==> src/hdl/ids_pkg.sv <==
// shared types and constants for the indexed deque store
// no dependencies
`timescale 1ns / 1ps
`default_nettype none
package ids_pkg;
	localparam int unsigned CAPACITY_DEF = 256;
	localparam int unsigned VAL_W = 64;

	typedef enum logic [2:0] {
		MODE_APPEND  = 3'd0,
		MODE_PREPEND = 3'd1,
		MODE_POP_T   = 3'd2,
		MODE_POP_H   = 3'd3,
		MODE_FIND    = 3'd4,
		MODE_READ    = 3'd5,
		MODE_DELETE  = 3'd6,
		MODE_STATUS  = 3'd7
	} mode_t;

	typedef enum logic [2:0] {
		ST_OK       = 3'd0,
		ST_EMPTY    = 3'd1,
		ST_FULL     = 3'd2,
		ST_RANGE    = 3'd3,
		ST_NOTFOUND = 3'd4
	} status_t;

	typedef enum logic [3:0] {
		S_IDLE,
		S_DECIDE,
		S_RD_ISSUE,
		S_RD_WAIT,
		S_FIND,
		S_SHIFT,
		S_HT_ISSUE,
		S_HT_HEAD,
		S_HT_TAIL,
		S_OUT
	} state_t;

	// controller to datapath
	typedef struct packed {
		logic load;       // capture input word
		logic wr_push;    // write item into ram at push slot
		logic do_append;
		logic do_prepend;
		logic do_pop_t;
		logic do_pop_h;
		logic set_status; // latch status from datapath decision
		logic rd_pos;     // issue read at position
		logic cap_read;   // capture read data as read_value
		logic find_start;
		logic find_step;  // issue read at walk index, compare previous
		logic shift_start;
		logic shift_step;
		logic dec_count;
		logic rd_head;
		logic rd_tail;
		logic cap_head;
		logic cap_tail;
	} ctl_t;

	// datapath to controller
	typedef struct packed {
		mode_t   mode;
		status_t pre_status; // status decided before any walk
		logic    walk_done;
	} sts_t;
endpackage
`default_nettype wire

==> src/hdl/ids_ctrl.sv <==
// controller state machine sequencing one word per command
// uses ids_pkg
`timescale 1ns / 1ps
`default_nettype none
module ids_ctrl (
	input  wire logic          clk,
	input  wire logic          arst_n,
	input  wire logic          in_valid,
	output logic               in_stall,
	output logic               out_valid,
	input  wire logic          out_stall,
	output ids_pkg::ctl_t      ctl,
	input  wire ids_pkg::sts_t sts
);
	ids_pkg::state_t state_q, state_d;

	always_ff @(posedge clk or negedge arst_n) begin
		if (!arst_n) state_q <= ids_pkg::S_IDLE;
		else state_q <= state_d;
	end

	always_comb begin
		state_d = state_q;
		ctl = '0;
		in_stall = 1'b1;
		out_valid = 1'b0;
		unique case (state_q)
			ids_pkg::S_IDLE: begin
				in_stall = 1'b0;
				if (in_valid) begin
					ctl.load = 1'b1;
					state_d = ids_pkg::S_DECIDE;
				end
			end
			ids_pkg::S_DECIDE: begin
				ctl.set_status = 1'b1;
				state_d = ids_pkg::S_HT_ISSUE;
				if (sts.pre_status == ids_pkg::ST_OK) begin
					unique case (sts.mode)
						ids_pkg::MODE_APPEND: begin
							ctl.wr_push = 1'b1;
							ctl.do_append = 1'b1;
						end
						ids_pkg::MODE_PREPEND: begin
							ctl.wr_push = 1'b1;
							ctl.do_prepend = 1'b1;
						end
						ids_pkg::MODE_POP_T: ctl.do_pop_t = 1'b1;
						ids_pkg::MODE_POP_H: ctl.do_pop_h = 1'b1;
						ids_pkg::MODE_FIND: begin
							ctl.find_start = 1'b1;
							state_d = ids_pkg::S_FIND;
						end
						ids_pkg::MODE_READ: state_d = ids_pkg::S_RD_ISSUE;
						ids_pkg::MODE_DELETE: begin
							ctl.shift_start = 1'b1;
							state_d = ids_pkg::S_SHIFT;
						end
						default: state_d = ids_pkg::S_HT_ISSUE;
					endcase
				end
			end
			ids_pkg::S_RD_ISSUE: begin
				ctl.rd_pos = 1'b1;
				state_d = ids_pkg::S_RD_WAIT;
			end
			ids_pkg::S_RD_WAIT: begin
				ctl.cap_read = 1'b1;
				state_d = ids_pkg::S_HT_ISSUE;
			end
			ids_pkg::S_FIND: begin
				ctl.find_step = 1'b1;
				if (sts.walk_done) state_d = ids_pkg::S_HT_ISSUE;
			end
			ids_pkg::S_SHIFT: begin
				if (sts.walk_done) begin
					ctl.dec_count = 1'b1;
					state_d = ids_pkg::S_HT_ISSUE;
				end else begin
					ctl.shift_step = 1'b1;
				end
			end
			ids_pkg::S_HT_ISSUE: begin
				ctl.rd_head = 1'b1;
				state_d = ids_pkg::S_HT_HEAD;
			end
			ids_pkg::S_HT_HEAD: begin
				ctl.cap_head = 1'b1;
				ctl.rd_tail = 1'b1;
				state_d = ids_pkg::S_HT_TAIL;
			end
			ids_pkg::S_HT_TAIL: begin
				ctl.cap_tail = 1'b1;
				state_d = ids_pkg::S_OUT;
			end
			ids_pkg::S_OUT: begin
				out_valid = 1'b1;
				if (!out_stall) state_d = ids_pkg::S_IDLE;
			end
			default: state_d = ids_pkg::S_IDLE;
		endcase
	end
endmodule
`default_nettype wire
==> config.mk <==
export PLATFORM = sky130hd
export DESIGN_NAME = ids_ctrl
export DESIGN_NICKNAME = d
export VERILOG_FILES = /design/src/hdl/ids_pkg.sv /design/src/hdl/ids_ctrl.sv
export SDC_FILE = /design/constraint.sdc
export NUM_CORES = 1
export LEC_CHECK = 0
export ABC_AREA = 1
export BUFFER_PORTS_ARGS = -buffer_cell sky130_fd_sc_hd__buf_2
export CORE_MARGIN = 2
export CORE_UTILIZATION = 30
export CTS_CLUSTER_DIAMETER = 80
export DETAILED_ROUTE_END_ITERATION = 7
export GPL_TIMING_DRIVEN = 1
export PLACE_DENSITY_LB_ADDON = 0.15
export SYNTH_ARGS = -nofsm -noshare
export SYNTH_HDL_FRONTEND = slang
export SYNTH_SLANG_ARGS = --single-unit
==> constraint.sdc <==
create_clock -name clk -period 1.1 [get_ports clk]
set_input_delay 0.165 -clock clk [delete_from_list [all_inputs] [get_ports clk]]
set_output_delay 0.165 -clock clk [all_outputs]
set_load 0.03 [all_outputs]
==> flow_metrics.env, run 1 <==
export IMPL_outcome="finished, violations left"
export IMPL_violations="setup timing"
export IMPL_worst_setup_path_end_kind="primary output"
export IMPL_critPathBufInv=2
export IMPL_drt_iter0_drc=9
export IMPL_p_sw_share_pct=51.6
export IMPL_portBuffers=30
export IMPL_seq_area_frac_synth_pct=20.7
export IMPL_grt_pass1_wl_um=3390
export IMPL_use_met2_pct=46.8
export IMPL_path_cells="inv_2 > nand2_4 > nor2_4 > nand3_4 > nor3_4 > buf_6"
export IMPL_setup_viol=24
export IMPL_finalPower_mw=3.81
export IMPL_grt_overflow=0
export IMPL_slew_headroom_pct=83.7
export IMPL_initial_core_util_pct=32.1
export IMPL_clk_pin_slew_ps=40
export IMPL_nFillCells=62
export IMPL_num_vias=836
export IMPL_ys_warnings_count=0
export IMPL_place_congestion=0.819
export IMPL_start_kind="flip-flop"
export IMPL_switchingPower_mw=1.96
export IMPL_setup_ws_ps=-547
export IMPL_wl_um=2770
export IMPL_arrival_ps=1480
export IMPL_vdd_drop_max_uv=1730
export IMPL_synth_cell_types=19
export IMPL_diodes=0
export IMPL_worstPathRequired_ps=940
export IMPL_power_leakage_nw=0.681
export IMPL_clkLatencyLatePin_ps=240
export IMPL_rsz0062_at_grt="yes"
export IMPL_drive_gt1_share_pct=80.1
export IMPL_grt_max_degree=6
export IMPL_ys_top_cells_by_area="dfrtp_1 (21%), nor2_1 (16%), nand2_1 (15%)"
export IMPL_regToRegSetupSlack_ps=-350
export IMPL_clockPowerShare_pct=4.8
export IMPL_tritoncts_num_buffers=3
export IMPL_drtAntennaViolNets=0
export IMPL_fp_dieW_um=44.1
export IMPL_synth_top_area_share_pct=20.7
export IMPL_ys_seq_elements=4
export IMPL_finalSetupTns_ps=-9070
export IMPL_rows=14
export IMPL_critical_path_max_fanout=3
export IMPL_p_per_area_nw_per_um2=2790
export IMPL_route_detailed_drc=0
export IMPL_reg_largest_list="state_q x4"
export IMPL_yosysTopAreaCell="dfrtp_1"
export IMPL_min_period_over_period_pct=150
export IMPL_grt_pass1_vias=736
export IMPL_timing_rr_start="state_q[1]"
export IMPL_firstDrtPassIters=4
export IMPL_tightest_slew_ps=245
export IMPL_critPathMaxStageDelay_ps=400
export IMPL_die_y_um=44.1
export IMPL_min_period_ps=1650
export IMPL_p_seq_share_pct=8.3
export IMPL_crit_start="state_q[1]"
export IMPL_viasPerCell=5.16
export IMPL_regMostFlops="state_q"
export IMPL_max_freq_ghz=0.607
export IMPL_use_met1_pct=25.3
export IMPL_num_io_pins=31
export IMPL_busiest_layer="met2"
export IMPL_clock_path_buffers=2
export IMPL_hold_viol_final=0
export IMPL_min_path_type="input pin to async pin"
export IMPL_grt_usage_pct=23.7
export IMPL_syn_avg_cell_area_um2=5.89
export IMPL_synth_cells=82
export IMPL_clock_skew_ps=4.65
export IMPL_crit_family="simple AND/OR/NAND/NOR gates"
export IMPL_clock_sinks=4
export IMPL_final_max_slew_violation_count=0
export IMPL_cts_tree="built"
export IMPL_coreArea_um2=1510
export IMPL_cts_root_buf="clkbuf_4"
export IMPL_syn_nets=93
export IMPL_finalNetCount=159
export IMPL_areaGrowthSynthToFinish_pct=183
export IMPL_grt_antenna_before_repair=0
export IMPL_post_drt_wl_per_cell_um=17.1
export IMPL_path_class="flip-flop to primary output"
export IMPL_syn_cell_area_um2=483
export IMPL_maxCapViolations=0
export IMPL_share_comb_of_total_power_pct=86.9
export IMPL_dieArea_um2=1950
export IMPL_worst_path_max_delay_cell="dfrtp_1"
export IMPL_dp_hpwl_um=1290
export IMPL_grt_util_met3_pct=3.67
export IMPL_h_tree_depth=1
export IMPL_intPower_mw=1.85
export IMPL_largest_reg_flops=4
-- repair_timing --
action,4_1_cts,5_1_grt
resized for setup,80,24
gates cloned,0,0
pin swaps,19,17
setup buffers,10,12
hold endpoints to repair,4,0
endpoints found under the setup margin,24,24
hold buffers,1,0
-- Yosys cell counts --
master    number
a21oi_2        1
buf_4          1
clkinv_1       1
dfrtp_1        4
inv_1         11
inv_2          4
nand2_1       19
nand2_2        2
nand3_1        3
nand3_2        3
nand4_2        1
nor2_1        21
nor2_2         1
nor2_4         2
nor3_1         2
nor3_2         3
o21ai_0        1
o21ai_1        1
o21bai_1       1
-- placed cells by master, fill, tap and decap left out, drive strengths merged --
| cell type | n |
|---|---|
| nor2 | 24 |
| clkbuf | 3 |
| dlygate4sd3 | 1 |
| a21oi | 1 |
| buf | 61 |
| inv | 16 |
| o21ai | 2 |
| nor3 | 5 |
| nand3 | 6 |
| nand2 | 21 |
| dfrtp | 4 |
| nand4 | 1 |
| o21bai | 1 |
-- power by group through the flow --
stage | sequential, mW | combinational (mW) | clock, mW
after CTS | 0.295 | 2.67 | 0.193
after detailed placement | 0.285 | 1.71 | 0
after global routing | 0.317 | 3.46 | 0.211
after global placement | 0.281 | 1.69 | 0
after floorplan | 0.323 | 1.09 | 0
final | 0.316 | 3.31 | 0.184
-- path summary, 6_finish.rpt --
path,cells past startpoint,to
worst min register to register,2,state_q[0]
min in group clk,4,state_q[1]
max in group asynchronous,2,state_q[0]
worst max-delay path,6,ctl[15]
worst max register to register,10,state_q[0]
worst min-delay path,2,state_q[1]
-- layout make-up --
cell class	instances	area, um^2	share of cell area, %
Clock buffer	3	22.5	1.65
Tap cell	16	20.0	1.47
Sequential cell	4	101	7.42
Timing Repair Buffer	62	583	42.7
Inverter	16	75.1	5.50
Multi-Input combinational cell	61	563	41.2
-- stage by stage --
step / setup WS, ps / cell area [um^2] / util [%] / hold WS [ps] / cells
finish: -547 / 1370 / 90.6 / 262 / 162
global route: -588 / 1370 / 90.6 / 280 / 162
CTS: -442 / 1210 / 80.3 / 248 / 154
detailed placement: -228 / 842 / 55.9 / -26.7 / 142
global placement: -208 / 842 / 55.9 / -25.2 / 142
floorplan: -392 / 571 / - / -131 / 82
-- worst reg2reg max path, stage by stage (launching register included) --
cell	delay [ps]
dfrtp_1	400
buf_4	190
nor2_4	140
buf_6	110
buf_6	80
buf_6	90
nand3_4	80
inv_2	60
nor2_1	40
nand2_1	80
nand2_1	70
-- per-layer routing --
metal  share of wire, %  wire [um]
met1                 36       1010
met2                 53       1470
met3                4.3        118
met4                6.4        178
met5                  0          0
-- kinds of logic after synthesis --
| kind of cell | Yosys count | share of synthesized area [%] |
|---|---|---|
| compound gates | 4 | 5.44 |
| flops | 4 | 20.7 |
| buf+inv | 17 | 14.0 |
| simple gates | 57 | 59.8 |
Note: power is estimated with default switching activity, not from simulation.
==> run 2: changes to the inputs <==
--- a/config.mk
+++ b/config.mk
@@ -6,7 +6,7 @@
 export NUM_CORES = 1
 export LEC_CHECK = 0
 export ABC_AREA = 1
-export BUFFER_PORTS_ARGS = -buffer_cell sky130_fd_sc_hd__buf_2
+export BUFFER_PORTS_ARGS = -buffer_cell sky130_fd_sc_hd__buf_4
 export CORE_MARGIN = 2
 export CORE_UTILIZATION = 30
 export CTS_CLUSTER_DIAMETER = 80
==> run 2 against run 1 <==
Compared with the run above: the run still ends with setup timing left; sequential share of layout area grew 0.66 points; wire length shrank 34%; hold slack gained 9.0 ps; non-clock buffer count shrank 9; power shrank 16%; clock-buffer cell count is the same; final cell count shrank 5.6%; final area shrank 9.3%; critical path type unchanged; largest cell class is now multi-input gates.
==> flow_metrics.env, run 2 (same netlist as run 1, synthesis figures left out) <==
export IMPL_tightest_slew_ps=241
export IMPL_viasPerCell=4.76
export IMPL_final_cells=153
export IMPL_cts_root_buf="clkbuf_4"
export IMPL_hold_viol_final=0
export IMPL_arrival_ps=1380
export IMPL_rsz0062_at_grt="yes"
export IMPL_p_sw_share_pct=51.7
export IMPL_p_seq_share_pct=9.0
export IMPL_power_leakage_nw=0.633
export IMPL_grt_overflow=0
export IMPL_min_period_ps=1550
export IMPL_grt_antenna_before_repair=0
export IMPL_outcome="finished, violations left"
export IMPL_clock_skew_ps=1.40
export IMPL_fin_util_pct=82.1
export IMPL_place_area_um2=902
export IMPL_min_path_type="input pin to async pin"
export IMPL_min_period_over_period_pct=140
export IMPL_areaGrowthSynthToFinish_pct=156
export IMPL_clkLatencyLatePin_ps=230
export IMPL_hold_ws_ps=271
export IMPL_slew_headroom_pct=83.9
export IMPL_share_comb_of_total_power_pct=85.6
export IMPL_drt_iter0_drc=8
export IMPL_worst_setup_path_end_kind="primary output"
export IMPL_regToRegSetupSlack_ps=-270
export IMPL_fp_dieW_um=44.1
export IMPL_initial_core_util_pct=32.1
export IMPL_regToRegEndpoint="state_q[0]"
export IMPL_violations="setup timing"
export IMPL_drtAntennaViolNets=0
export IMPL_coreArea_um2=1510
export IMPL_num_vias=728
export IMPL_nFillCells=92
export IMPL_grt_max_degree=6
export IMPL_drive_gt1_share_pct=74.5
export IMPL_critical_path_max_fanout=5
export IMPL_clockPowerShare_pct=5.4
export IMPL_rr_worst_depth=10
export IMPL_firstDrtPassIters=4
export IMPL_wl_um=1830
export IMPL_vdd_drop_max_uv=1760
export IMPL_layout_common_cells="buf_4 (26), buf_6 (26), nor2_4 (14)"
export IMPL_tritoncts_num_buffers=3
export IMPL_die_y_um=44.1
export IMPL_p_per_area_nw_per_um2=2580
export IMPL_maxCapViolations=0
export IMPL_diodes=0
export IMPL_grt_usage_pct=18.6
export IMPL_dieArea_um2=1950
export IMPL_design_area_um2=1240
export IMPL_regMostFlops="state_q"
export IMPL_setup_ws_ps=-445
export IMPL_clk_pin_slew_ps=40
export IMPL_place_congestion=0.813
export IMPL_portBuffers=30
export IMPL_clock_sinks=4
export IMPL_cts_tree="built"
export IMPL_num_io_pins=31
export IMPL_dp_cells=140
export IMPL_clock_path_buffers=2
export IMPL_grt_pass1_vias=682
export IMPL_grt_pass1_wl_um=2720
export IMPL_largest_reg_flops=4
export IMPL_route_detailed_drc=0
export IMPL_rows=14
export IMPL_dp_hpwl_um=1230
export IMPL_post_drt_wl_per_cell_um=11.9
export IMPL_setup_viol=24
export IMPL_max_freq_ghz=0.647
export IMPL_intPower_mw=1.54
export IMPL_final_max_slew_violation_count=0
export IMPL_switchingPower_mw=1.65
export IMPL_start_kind="flip-flop"
export IMPL_reg_largest_list="state_q x4"
export IMPL_worstPathRequired_ps=940
export IMPL_h_tree_depth=1
export IMPL_timing_rr_start="state_q[0]"
export IMPL_finalNetCount=150
export IMPL_path_class="flip-flop to primary output"
==> run 2: repair_timing <==
action / CTS / global route
hold buffers: 1 / 0
hold endpoints to repair: 4 / 0
setup buffers: 6 / 7
resized for setup: 47 / 18
pin swaps: 14 / 13
gates cloned: 0 / 0
setup endpoints to repair: 24 / 24
==> run 2: how the worst max path moves through the flow <==
stage,start,endpoint
2_1_floorplan,state_q[1],ctl[12]
3_3_place_gp,state_q[1],ctl[0]
3_5_place_dp,state_q[1],ctl[12]
4_1_cts,state_q[3],ctl[12]
5_1_grt,state_q[1],ctl[12]
6_report,state_q[1],ctl[12]
==> run 2: worst max-delay path, cell delays in order (launching register included) <==
cell and delay, ps:
dfrtp_1 390, inv_2 90, nand2_4 60, nor2_4 190
nand4_2 140, nor2_2 120, buf_4 170
==> run 2: metal layers <==
layer | up-vias | GRT usage (%) | routed length, um
met1 | 354 | 20.7 | 712
met3 | 0 | 3.27 | 60
met5 | - | 0 | 0
met2 | 15 | 35.6 | 1060
li1 | 359 | - | -
met4 | 0 | 5.45 | 0
==> run 2: final cells by class <==
cell class	instances	area (um^2)	area share, %
Multi-Input combinational cell	61	532	43.0
Timing Repair Buffer	53	498	40.2
Inverter	16	65.1	5.26
Tap cell	16	20.0	1.62
Clock buffer	3	22.5	1.82
Sequential cell	4	100	8.09
==> run 2: through the flow <==
step	setup slack [ps]	power (mW)	TNS (ps)
after detailed placement	-219	2.06	-2870
after CTS	-444	2.79	-6930
after global routing	-528	3.38	-8880
after global placement	-204	2.04	-2530
final	-445	3.20	-7540
after floorplan	-392	1.41	-4290
==> run 2: power groups by stage <==
stage | Sequential (mW) | Combinational (mW) | Clock [mW]
after CTS | 0.277 | 2.33 | 0.180
final | 0.288 | 2.74 | 0.171
after detailed placement | 0.272 | 1.78 | 0
after global placement | 0.269 | 1.77 | 0
after floorplan | 0.323 | 1.09 | 0
after global routing | 0.295 | 2.90 | 0.184
